`src/packed_weight_dequantizer_macros.svh`:
```
// Assertion macros shared by the dequantizer RTL.
// Depends on nothing; included inside module bodies.
`ifndef PACKED_WEIGHT_DEQUANTIZER_MACROS_SVH
`define PACKED_WEIGHT_DEQUANTIZER_MACROS_SVH
// Implication checked on every clock edge outside reset.
`define PWD_ASSERT_IMPL(label, clk, rst_n, ante, cons) \
    label: assert property (@(posedge clk) disable iff (!rst_n) (ante) |-> (cons)) \
        else $error("assertion failed");
// Next-cycle implication checked outside reset.
`define PWD_ASSERT_NEXT(label, clk, rst_n, ante, cons) \
    label: assert property (@(posedge clk) disable iff (!rst_n) (ante) |=> (cons)) \
        else $error("assertion failed");
`endif

```
`src/pwd_pkg.sv`:
```
// Package of the packed weight dequantizer: types, constants and field helpers.
// Depends on nothing.
`default_nettype none
package pwd_pkg;
    localparam int WORD_BITS = 32;
    localparam logic [1:0] MODE_2B = 2'd0;
    localparam logic [1:0] MODE_4B = 2'd1;
    localparam logic [1:0] MODE_8B = 2'd2;
    // Unused encoding, treated like 8-bit fields.
    localparam logic [1:0] MODE_RSVD = 2'd3;

    // Last field index of a word for a mode.
    function automatic logic [3:0] last_index(input logic [1:0] mode);
        case (mode)
            MODE_2B: last_index = 4'd15;
            MODE_4B: last_index = 4'd7;
            default: last_index = 4'd3;
        endcase
    endfunction

    // Field idx of a packed word for a mode, zero extended to 8 bits.
    function automatic logic [7:0] get_field(input logic [31:0] w, input logic [1:0] mode,
                                             input logic [3:0] idx);
        logic [31:0] sh;
        sh = 32'd0;
        case (mode)
            MODE_2B: begin
                sh = w >> {idx, 1'b0};
                get_field = {6'd0, sh[1:0]};
            end
            MODE_4B: begin
                sh = w >> {idx[2:0], 2'b0};
                get_field = {4'd0, sh[3:0]};
            end
            default: begin
                sh = w >> {idx[1:0], 3'b0};
                get_field = sh[7:0];
            end
        endcase
    endfunction

    // Operand bundle handed from the unpacker to the multiplier.
    typedef struct packed {
        logic [15:0] scale;
        logic        neg;
        logic [8:0]  mag;
        logic [3:0]  row;
        logic        last;
    } t_op;
endpackage
`default_nettype wire

```
`src/pwd_mul.sv`:
```
// Pipelined half-precision scale times small integer, round to nearest even.
// Depends on pwd_pkg and the macros header. Three register stages, stall by i_en.
`default_nettype none
module pwd_mul (
    input  wire logic        i_clk,
    input  wire logic        i_rst_n,
    input  wire logic        i_en,
    input  wire logic        i_valid,
    input  wire pwd_pkg::t_op i_op,
    output logic             o_valid,
    output logic [15:0]      o_half,
    output logic [3:0]       o_row,
    output logic             o_last
);
    import pwd_pkg::*;
    `include "packed_weight_dequantizer_macros.svh"

    // Stage 1: classify, form mantissa and exponent, multiply.
    logic        r_s1_v, r_s1_spec, r_s1_sign, r_s1_last;
    logic [15:0] r_s1_spec_val;
    logic [19:0] r_s1_prod;
    logic signed [6:0] r_s1_e;
    logic [3:0]  r_s1_row;
    logic        n_s1_spec, n_s1_sign;
    logic [15:0] n_s1_spec_val;
    logic [10:0] n_s1_m;
    logic signed [6:0] n_s1_e;
    always_comb begin
        n_s1_sign = i_op.scale[15] ^ i_op.neg;
        n_s1_spec = 1'b1;
        n_s1_spec_val = 16'd0;
        n_s1_m = {1'b1, i_op.scale[9:0]};
        n_s1_e = $signed({2'b0, i_op.scale[14:10]}) - 7'sd25;
        if (i_op.scale[14:10] == 5'd31) begin
            if (i_op.scale[9:0] != 10'd0) n_s1_spec_val = i_op.scale | 16'h0200;
            else if (i_op.mag == 9'd0) n_s1_spec_val = 16'h7E00;
            else n_s1_spec_val = {n_s1_sign, 15'h7C00};
        end else if (i_op.mag == 9'd0 || i_op.scale[14:0] == 15'd0) begin
            n_s1_spec_val = {n_s1_sign, 15'd0};
        end else begin
            n_s1_spec = 1'b0;
            if (i_op.scale[14:10] == 5'd0) begin
                n_s1_m = {1'b0, i_op.scale[9:0]};
                n_s1_e = -7'sd24;
            end
        end
    end
    always_ff @(posedge i_clk) begin
        if (!i_rst_n) r_s1_v <= 1'b0;
        else if (i_en) r_s1_v <= i_valid;
        if (i_en) begin
            r_s1_spec <= n_s1_spec;
            r_s1_spec_val <= n_s1_spec_val;
            r_s1_sign <= n_s1_sign;
            r_s1_prod <= 20'(n_s1_m) * 20'(i_op.mag);
            r_s1_e <= n_s1_e;
            r_s1_row <= i_op.row;
            r_s1_last <= i_op.last;
        end
    end

    // Stage 2: leading one search and shift amount.
    logic        r_s2_v, r_s2_spec, r_s2_sign, r_s2_last, r_s2_ovf;
    logic [15:0] r_s2_spec_val;
    logic [19:0] r_s2_prod;
    logic signed [7:0] r_s2_q, r_s2_s;
    logic [3:0]  r_s2_row;
    logic [4:0]  n_s2_h;
    logic signed [7:0] n_s2_q;
    always_comb begin
        n_s2_h = 5'd0;
        for (int k = 0; k < 20; k++)
            if (r_s1_prod[k]) n_s2_h = 5'(k);
        n_s2_q = $signed({3'b0, n_s2_h}) + 8'(r_s1_e) - 8'sd10;
        if (n_s2_q < -8'sd24) n_s2_q = -8'sd24;
    end
    always_ff @(posedge i_clk) begin
        if (!i_rst_n) r_s2_v <= 1'b0;
        else if (i_en) r_s2_v <= r_s1_v;
        if (i_en) begin
            r_s2_spec <= r_s1_spec;
            r_s2_spec_val <= r_s1_spec_val;
            r_s2_sign <= r_s1_sign;
            r_s2_prod <= r_s1_prod;
            r_s2_q <= n_s2_q;
            r_s2_s <= n_s2_q - 8'(r_s1_e);
            r_s2_ovf <= ($signed({3'b0, n_s2_h}) + 8'(r_s1_e)) >= 8'sd16;
            r_s2_row <= r_s1_row;
            r_s2_last <= r_s1_last;
        end
    end

    // Stage 3: shift, round to nearest even, pack.
    logic        r_s3_v, r_s3_last;
    logic [15:0] r_s3_half;
    logic [3:0]  r_s3_row;
    logic [15:0] n_s3_half;
    logic [20:0] n_s3_mant;
    logic [19:0] n_s3_rem, n_s3_hb, n_s3_mask;
    logic [4:0]  n_s3_sh;
    logic [15:0] n_s3_bits;
    always_comb begin
        n_s3_sh = r_s2_s[4:0];
        n_s3_mask = 20'd0;
        n_s3_hb = 20'd0;
        n_s3_rem = 20'd0;
        if (r_s2_s <= 8'sd0) begin
            n_s3_mant = {1'b0, r_s2_prod} << (5'd0 - n_s3_sh);
        end else if (r_s2_s >= 8'sd21) begin
            n_s3_mant = 21'd0;
        end else begin
            n_s3_mask = (20'd1 << n_s3_sh) - 20'd1;
            n_s3_hb = 20'd1 << (n_s3_sh - 5'd1);
            n_s3_rem = r_s2_prod & n_s3_mask;
            n_s3_mant = {1'b0, r_s2_prod >> n_s3_sh};
            if (n_s3_rem > n_s3_hb || (n_s3_rem == n_s3_hb && n_s3_mant[0]))
                n_s3_mant = n_s3_mant + 21'd1;
        end
        n_s3_bits = {r_s2_q[5:0] + 6'd24, 10'd0} + n_s3_mant[15:0];
        if (n_s3_bits >= 16'h7C00) n_s3_bits = 16'h7C00;
        if (r_s2_spec) n_s3_half = r_s2_spec_val;
        else if (r_s2_ovf) n_s3_half = {r_s2_sign, 15'h7C00};
        else n_s3_half = {r_s2_sign, n_s3_bits[14:0]};
    end
    always_ff @(posedge i_clk) begin
        if (!i_rst_n) r_s3_v <= 1'b0;
        else if (i_en) r_s3_v <= r_s2_v;
        if (i_en) begin
            r_s3_half <= n_s3_half;
            r_s3_row <= r_s2_row;
            r_s3_last <= r_s2_last;
        end
    end
    assign o_valid = r_s3_v;
    assign o_half = r_s3_half;
    assign o_row = r_s3_row;
    assign o_last = r_s3_last;

    `PWD_ASSERT_NEXT(a_stall_hold, i_clk, i_rst_n, !i_en, r_s3_v == $past(r_s3_v))
    `PWD_ASSERT_NEXT(a_flow, i_clk, i_rst_n, i_en, r_s3_v == $past(r_s2_v))
    `PWD_ASSERT_IMPL(a_nan_quiet, i_clk, i_rst_n,
        r_s3_v && r_s3_half[14:10] == 5'd31 && r_s3_half[9:0] != 10'd0, r_s3_half[9])
endmodule
`default_nettype wire

```
`src/packed_weight_dequantizer.sv`:
```
// Top level of the packed weight dequantizer: unpacker, multiplier pipe, output register.
// Depends on pwd_pkg, pwd_mul and the macros header.
//
// Usage: one transaction on s_axis carries a packed 32-bit weight word, the
// group's packed zero word, the column's zero lane and the fp16 scale. The block
// emits 16, 8 or 4 transactions on m_axis (2-, 4- or 8-bit fields), lowest field
// first, tlast on the final one; tuser carries the row offset.
// Throughput: one result per cycle unless m_axis_tready holds the pipe; the
// unpacker's field counter steps through the fields of a word. The next word
// is accepted at the same edge at which the last field of the current word
// enters the multiplier, so words follow with no gap.
// Path of a result: the held word register, the three multiplier stages and
// the output register.
// i_cfg_valid/o_cfg_ready write bit_mode (reset 1, 4-bit); o_cfg_ready is always
// high; write only while idle.
// Reset (synchronous, active low) empties the pipe and restores bit_mode.
// When a result waits in the output register and m_axis_tready is low, the
// whole pipe holds; nothing is lost or repeated.
`default_nettype none
module packed_weight_dequantizer (
    input  wire logic        i_clk,
    input  wire logic        i_rst_n,
    input  wire logic        s_axis_tvalid,
    output logic             s_axis_tready,
    // [31:0] weight_word, [63:32] zero_word, [67:64] zero_lane, [83:68] scale_bits
    input  wire logic [87:0] s_axis_tdata,
    output logic             m_axis_tvalid,
    input  wire logic        m_axis_tready,
    // [15:0] weight_half
    output logic [15:0]      m_axis_tdata,
    // [3:0] row_offset
    output logic [3:0]       m_axis_tuser,
    output logic             m_axis_tlast,
    input  wire logic        i_cfg_valid,
    output logic             o_cfg_ready,
    input  wire logic [1:0]  i_cfg_data
);
    import pwd_pkg::*;
    `include "packed_weight_dequantizer_macros.svh"

    logic [1:0] r_mode;
    assign o_cfg_ready = 1'b1;
    always_ff @(posedge i_clk) begin
        if (!i_rst_n) r_mode <= MODE_4B;
        else if (i_cfg_valid) r_mode <= i_cfg_data;
    end

    // Pipe advances unless the output register holds an unaccepted result.
    logic en;
    logic mul_v;
    assign en = !m_axis_tvalid || m_axis_tready;

    // Held word and field counter.
    logic        r_busy;
    logic [3:0]  r_cnt;
    logic [31:0] r_word;
    logic [8:0]  r_zero;
    logic [15:0] r_scale;
    logic [3:0]  lane;
    logic        take, fin;
    assign s_axis_tready = en && (!r_busy || fin);
    assign take = s_axis_tvalid && s_axis_tready;
    assign fin = r_busy && r_cnt == last_index(r_mode);
    always_comb begin
        case (r_mode)
            MODE_2B: lane = s_axis_tdata[67:64];
            MODE_4B: lane = {1'b0, s_axis_tdata[66:64]};
            default: lane = {2'b0, s_axis_tdata[65:64]};
        endcase
    end
    always_ff @(posedge i_clk) begin
        if (!i_rst_n) begin
            r_busy <= 1'b0;
            r_cnt <= 4'd0;
        end else if (en) begin
            if (take) begin
                r_busy <= 1'b1;
                r_cnt <= 4'd0;
            end else if (fin) begin
                r_busy <= 1'b0;
            end else if (r_busy) begin
                r_cnt <= r_cnt + 4'd1;
            end
        end
        if (take) begin
            r_word <= s_axis_tdata[31:0];
            r_zero <= {1'b0, get_field(s_axis_tdata[63:32], r_mode, lane)} + 9'd1;
            r_scale <= s_axis_tdata[83:68];
        end
    end

    // Operand for the current field.
    t_op op;
    logic [8:0] q;
    always_comb begin
        q = {1'b0, get_field(r_word, r_mode, r_cnt)};
        op.scale = r_scale;
        op.neg = q < r_zero;
        op.mag = op.neg ? r_zero - q : q - r_zero;
        op.row = r_cnt;
        op.last = fin;
    end

    logic [15:0] mul_half;
    logic [3:0]  mul_row;
    logic        mul_last;
    pwd_mul u_mul (
        .i_clk(i_clk), .i_rst_n(i_rst_n), .i_en(en), .i_valid(r_busy), .i_op(op),
        .o_valid(mul_v), .o_half(mul_half), .o_row(mul_row), .o_last(mul_last)
    );

    // Output register.
    always_ff @(posedge i_clk) begin
        if (!i_rst_n) m_axis_tvalid <= 1'b0;
        else if (en) m_axis_tvalid <= mul_v;
        if (en) begin
            m_axis_tdata <= mul_half;
            m_axis_tuser <= mul_row;
            m_axis_tlast <= mul_last;
        end
    end

    `PWD_ASSERT_IMPL(a_no_take_midword, i_clk, i_rst_n, r_busy && !fin, !s_axis_tready)
    `PWD_ASSERT_IMPL(a_cnt_range, i_clk, i_rst_n, r_busy, r_cnt <= last_index(r_mode))
    `PWD_ASSERT_NEXT(a_out_hold, i_clk, i_rst_n, m_axis_tvalid && !m_axis_tready,
        m_axis_tvalid && $stable(m_axis_tdata))
endmodule
`default_nettype wire
```
`config.mk`:
```
export PLATFORM = sky130hd
export DESIGN_NAME = packed_weight_dequantizer
export DESIGN_NICKNAME = d
export VERILOG_FILES = /design/src/pwd_pkg.sv /design/src/pwd_mul.sv /design/src/packed_weight_dequantizer.sv
export VERILOG_INCLUDE_DIRS = /design/src /design/src/src
export SDC_FILE = /design/constraint.sdc
export NUM_CORES = 1
export LEC_CHECK = 0
export BUFFER_PORTS_ARGS = -buffer_cell sky130_fd_sc_hd__buf_2
export CAP_MARGIN = 20
export CORE_MARGIN = 10
export CORE_UTILIZATION = 40
export CTS_BUF_LIST = sky130_fd_sc_hd__clkbuf_8
export DETAILED_ROUTE_END_ITERATION = 16
export HOLD_SLACK_MARGIN = 0.06
export PLACE_DENSITY = 0.6
export SYNTH_ARGS = -nofsm -noshare
export SYNTH_HDL_FRONTEND = slang
export SYNTH_SLANG_ARGS = --single-unit
```
`constraint.sdc`:
```
create_clock -name i_clk -period 14.2 [get_ports i_clk]
set_clock_uncertainty 0.1 [all_clocks]
set_input_delay 2.84 -clock i_clk [delete_from_list [all_inputs] [get_ports i_clk]]
set_output_delay 2.84 -clock i_clk [all_outputs]
set_load 0.1 [all_outputs]
```
# Yosys cells after proc, flatten, opt, wreduce, memory -nomap -nowiden
# Cells that the tools add are included.
# Widths: inputs -> output; s select.
# totals
ram_bits	0
memories	0
out_inout_bits	24
inputBits	95
mem_bits_ro	0
ff_bits	218
latchBits	0
# classes
multipliers	1
n_mux	48
div	0
shift	10
n_reduce_logical	19
n_lt_le_gt_ge	7
bitwise_logic	2
eq_ne	5
add_sub_neg	14
# ops
op	n
$mux 16	8
$shr 32x5->2	2
$shr 32x5->4	2
$shr 32x5->8	2
$mux 4	11
$shl 1x5->20 const A	2
$mux 11	3
$pmux 8 s2	2
$mux 15	2
$mux 7	3
$and 20x20->20	1
$eq 20x20->1	1
$gt 20x20->1	1
$mul 11x9->20	1
$mux 5	4
$shl 20x5->16	1
$shr 20x5->16	1
$sub 20x1->20 const B	1
$add 16x1->16 const B	1
$add 16x16->16	1
$ge 16x15->1 const B	1
$ge 8x6->1 const B	2
$mux 8	2
$pmux 4 s2	2
other kinds (34)	49

# Longest topological paths before layout
# logic_depth
ltp_word	24
depth_mapped	37
ltp_nobuf	34

# Modules after synthesis
# From an unflattened synthesis, not the netlist that was laid out.
# hier_totals
hier_cells	1599
hier_area_um2	17404.2
# by_module_without_submodules
module	seq_area_each_um2	cells_each	n_inst	area_per_inst_um2
pwd_mul	3903.7	1235	1	12214.2
packed_weight_dequantizer	2502.4	364	1	5190.0

# Least setup slack after synthesis
# No wires, ideal clock.
# synth_path
kind	register to register
startpoint	register r_cnt[1]
endpoint	register u_mul.r_s1_prod[19] (data pin)
setup_slack_ns	5.486
period_less_slack_ns	8.714
required_ns	13.840
path_stages_with_launch	30
t_arrival_ns	8.354
cell_sequence	dfxtp_1 clkbuf_1 buf_1 mux4_2 mux4_2 nor2_1 a21oi_1 nor2_1 nor2_1 ha_1 nor2b_1 o21ai_2 a21o_4 o21ai_4 mux2_2 xor2_1 or4_1 o41a_1 or2_1 fa_1 fa_1 fa_1 fa_1 inv_1 ha_1 a41oi_1 a21oi_1 a211o_1 a21oi_1 xnor2_1
# synth_via
elab_chain_len	9
# synth_lines
item	line	source
from (decl)	packed_weight_dequantizer.sv:55	logic [3:0] r_cnt;
from (signal assigned)	packed_weight_dequantizer.sv:82	r_cnt <= r_cnt + 4'd1;
$shr 32x5->8, or another cell as far along	pwd_pkg.sv:36	sh = w >> {idx[1:0], 3'b0};
$pmux 8 s2 (*)	pwd_pkg.sv:26	case (mode)
$sub 8x9->9, or another cell as far along	packed_weight_dequantizer.sv:99	op.mag = op.neg ? r_zero - q : q - r_zero;
$mux 9 (*)	packed_weight_dequantizer.sv:99	
$logic_not 9->1	pwd_mul.sv:38	end else if (i_op.mag == 9'd0 || i_op.scale[14:0] == 15'd0) begin
$logic_or 1x1->1	pwd_mul.sv:38	
$mux 11	pwd_mul.sv:38	
$mux 11	pwd_mul.sv:34	if (i_op.scale[14:10] == 5'd31) begin
$mul 11x9->20 (*)	pwd_mul.sv:55	r_s1_prod <= 20'(n_s1_m) * 20'(i_op.mag);
to (signal assigned)	pwd_mul.sv:55	
to (decl)	pwd_mul.sv:21	logic [19:0] r_s1_prod;
# Mark *: on every way between the ends. The rest lies on a longest branch, timed or not.
# A chain may end at the register's enable or synchronous reset.

# Final worst setup path
# layout_path
startpoint	register u_mul.r_s2_s[0]
endpoint	register u_mul.r_s3_half[13] (netlist: u_mul.o_half[13]) (data pin)
# layout_via
elab_chain_len	14
# layout_lines
item	line	source
from (decl)	pwd_mul.sv:66	logic signed [7:0] r_s2_q, r_s2_s;
from (signal assigned)	pwd_mul.sv:86	r_s2_s <= n_s2_q - 8'(r_s1_e);
branches (longest 8 deep; another with $sub 20x1->20)	-	
$mux 16 (*)	pwd_mul.sv:107	if (r_s2_s <= 8'sd0) begin
$add 16x16->16 (*)	pwd_mul.sv:119	n_s3_bits = {r_s2_q[5:0] + 6'd24, 10'd0} + n_s3_mant[15:0];
$ge 16x15->1	pwd_mul.sv:120	if (n_s3_bits >= 16'h7C00) n_s3_bits = 16'h7C00;
$mux 15 (*)	pwd_mul.sv:120	
$mux 15 (*)	pwd_mul.sv:122	else if (r_s2_ovf) n_s3_half = {r_s2_sign, 15'h7C00};
$mux 16 (*)	pwd_mul.sv:121	if (r_s2_spec) n_s3_half = r_s2_spec_val;
via u_mul.n_s3_half[13]	pwd_mul.sv:97	logic [15:0] n_s3_half;
to (signal assigned)	pwd_mul.sv:129	r_s3_half <= n_s3_half;
to (decl)	pwd_mul.sv:95	logic [15:0] r_s3_half;
# Mark *: on every way through the listed nets, which the timed path passes.

==> metrics.md <==
| Metric | Value |
|---|---|
| Gr usage total | `0.157` |
| P&R area growth vs syn | `9.93%` |
| Sequential area share after synthesis | `0.371` |
| Clock Latency Late Sink | `0.55 ns` |
| DRT antenna net count | `0` |
| Footprint of the multi-input gates | `0.00995 sq mm` |
| Synthesis warning total | `0` |
| Die Span X | `228 microns` |
| Hpwl dp | `~32,000 microns` |
| Netlist cell types | `87` |
| Placer congestion estimate | `between 0.9 and 1` |
| CTS buffer count | `37` |
| Period minus WS final | `9.21 ns` |
| Status | `finished clean` |
| Ys flop type | `edfxtp_1` |
| CTS Hold Bufs | `0` |
| RSZ-0062 raised after global routing | `false` |
| Initial Util | `0.403` |
| Post-route insts no fill | `roughly 2,300` |
| Reg clk slew, reported paths | `0.06 ns` |
| Htree depth | `2` |
| Hold Startpoint | `u_mul.r_s1_spec_val[6]$_SDFFCE_PN0P_` |
| Max-slew violations | `0` |
| Post-synth net total | `1,881` |
| Yosys reg bits | `217` |
| Tcrit/Tclk final | `0.649` |
| Detailed-route via count | `12,500` |
| DR WL/cell | `18.0 microns` |
| Slowest cell delay on critical path | `0.69 ns` |
| Fmax | `109 MHz` |
| CTS resizes | `0` |
| Initial DRC Count | `786` |
| Nets | `between 1,500 and 2,000` |
| Register area | `around 0.0064 sq mm` |
| Total setup buffers inserted after CTS | `0` |
| Core Util, Final | `0.443` |
| Ratio of cells with drive above 1 in the final layout | `0.168` |
| Total global routing overflow | `0` |
| CTS Buffer Depth | `3` |
| Hold Vio Cnt, Final | `0` |
| Initial antenna violation count | `7` |
| DRT Wirelength | `41,500 microns` |
| First-pass GRT wire length | `67,600 microns` |
| Die Ht | `228 microns` |
| Startpoint types | `flip-flop` |
| Reg-to-reg startpoint | `u_mul.r_s2_s[0]$_DFFE_PP_` |
| Placed cell count | `2,235` |
| Worst Tran Pin Value | `1.05 ns` |
| Hold Crit Class | `reg -> reg` |
| Root Buffer | `clkbuf_8` |
| WS Path Type | `reg -> reg` |
| Synth Instances | `1,605` |
| CP bufs+invs | `2` |
| Worst rel slew slack | `0.295` |
| Type of destination of the critical path | `flip-flop` |
| Sink Count | `217` |
| Drt pass-1 iters | `7` |
| Worst EP arrival | `9.41 ns` |
| Core ar. | `0.0429 sq mm` |
| Vias in the first global route | `12,800` |
| Largest net degree at the start of global routing | `82` |
| Setup TNS | `0 ns` |
| Full die area | `between 0.05 and 0.06 sq mm` |
| DRC violations left | `0` |
| CTS tree | `done` |
| Fill cell count | `4,109` |
| Worst Path Required | `~14 ns` |
| Post-synthesis async set-or-reset flop share | `0` |
| Worst-path fanout max | `46` |
| Row count | `between 70 and 80` |
| CP top delay family | `compound AO/OA/AOI/OAI gates` |
| Synthesized cell area | `0.0173 sq mm` |
| Routed vias/inst | `5.43` |
| Critical-path top delay cell | `a21boi_0` |
| Max-cap check violation count | `0` |
| Ports | `119` |
| EDFF count, synth | `206` |
| Syn_area_per_cell | `10.8 sq um` |
| Most frequent CP cell | `ha_1` |
| Crit path launch | `u_mul.r_s2_s[0]$_DFFE_PP_` |
| IO buf count | `around 110` |
| Final Setup Violations | `0` |
==> final cells by class <==
cell class,count,share of cell area
clock buffer,37,0.0268
timing repair buffer,125,0.0345
multi-input combinational,1154,0.524
tap,585,0.0385
clock inverter,25,0.00817
antenna,2,0.000263
sequential,217,0.337
inverter,155,0.0309
==> synthesized netlist by cell type, types with 17 or more instances <==
| library cell | n | area (sq um) |
|---|---|---|
| mux4_2 | 74 | 1670 |
| a21oi_1 | 82 | 410 |
| xnor2_1 | 37 | 324 |
| nor2_1 | 83 | 312 |
| nor3_1 | 29 | 145 |
| ha_1 | 112 | 1400 |
| fa_1 | 69 | 1380 |
| nand2_1 | 186 | 698 |
| xor2_1 | 33 | 289 |
| edfxtp_1 | 206 | 6190 |
| nor2b_1 | 29 | 181 |
| mux2i_1 | 31 | 310 |
| o21ai_0 | 38 | 190 |
| clkbuf_1 | 50 | 188 |
| nand2b_1 | 17 | 106 |
| inv_1 | 151 | 567 |
| nand3_1 | 25 | 125 |
| and2_1 | 58 | 363 |
==> kinds of logic after synthesis <==
kind of cell    Yosys count  share of synthesized area
buf+inv                 234                     0.0542
xor+xnor                 71                     0.0364
other cells               1                   0.000217
simple gates            497                      0.141
flops                   217                      0.371
compound gates          280                      0.109
mux                     122                      0.126
fa+ha+maj               183                      0.162
==> path summary, 6_finish.rpt <==
kind	end	slack, ns	depth (start not counted)
setup / recovery	u_mul.o_half[13]$_DFFE_PP_	4.99	30
hold / removal	u_mul.r_s2_spec_val[6]$_DFFE_PP_	0.31	0
setup reg to reg	u_mul.o_half[13]$_DFFE_PP_	4.99	30
hold reg to reg	u_mul.r_s2_spec_val[6]$_DFFE_PP_	0.31	0
==> through the flow <==
step | hold slack [ns] | worst slack (ns) | cell area, sq um
after floorplan | 0.300 | 5.49 | 17300
after global placement | 0.303 | 5.08 | 18300
after detailed placement | 0.305 | 5.00 | 18300
after CTS | 0.287 | 5.01 | 19000
after global routing | 0.321 | 4.30 | 19000
final | 0.311 | 4.99 | 19000
==> flip-flops by register name (all words and copies together) (netlist names), 2 cells and up <==
| register | cells |
|---|---|
| u_mul.o_half | 16 |
| u_mul.r_s1_row | 4 |
| r_zero | 9 |
| u_mul.r_s2_row | 4 |
| m_axis_tuser | 4 |
| r_cnt | 4 |
| r_word | 32 |
| u_mul.r_s1_e | 6 |
| u_mul.r_s2_s | 8 |
| u_mul.r_s2_prod | 20 |
| u_mul.r_s2_spec_val | 16 |
| u_mul.r_s1_spec_val | 16 |
| u_mul.r_s1_prod | 20 |
| m_axis_tdata | 16 |
| u_mul.r_s2_q | 6 |
| r_mode | 2 |
| u_mul.o_row | 4 |
| r_scale | 16 |
==> per-layer routing <==
metal | vias to the layer above | wire length [microns] | track usage
li1 | 5953 | - | -
met1 | 6109 | 17800 | 0.194
met2 | 324 | 20700 | 0.275
met3 | 85 | 1970 | 0.0292
met4 | 10 | 972 | 0.0429
met5 | - | 55 | 0
==> cells in the final DEF, fill, tap and decap left out, drive strengths merged, types with 16 or more instances in the layout <==
cell	n
a21oi	85
mux2	17
nor2b	29
ha	112
nor2	84
buf	125
fa	69
nand3	26
clkbuf	37
nand2	186
o21ai	40
inv	166
edfxtp	206
and2	58
nand2b	17
mux4	74
xor2	33
nor3	30
xnor2	38
a21o	16
mux2i	31
Power is not shown: default switching activity piles up to over one toggle a cycle in this logic, so the estimate is an artifact.
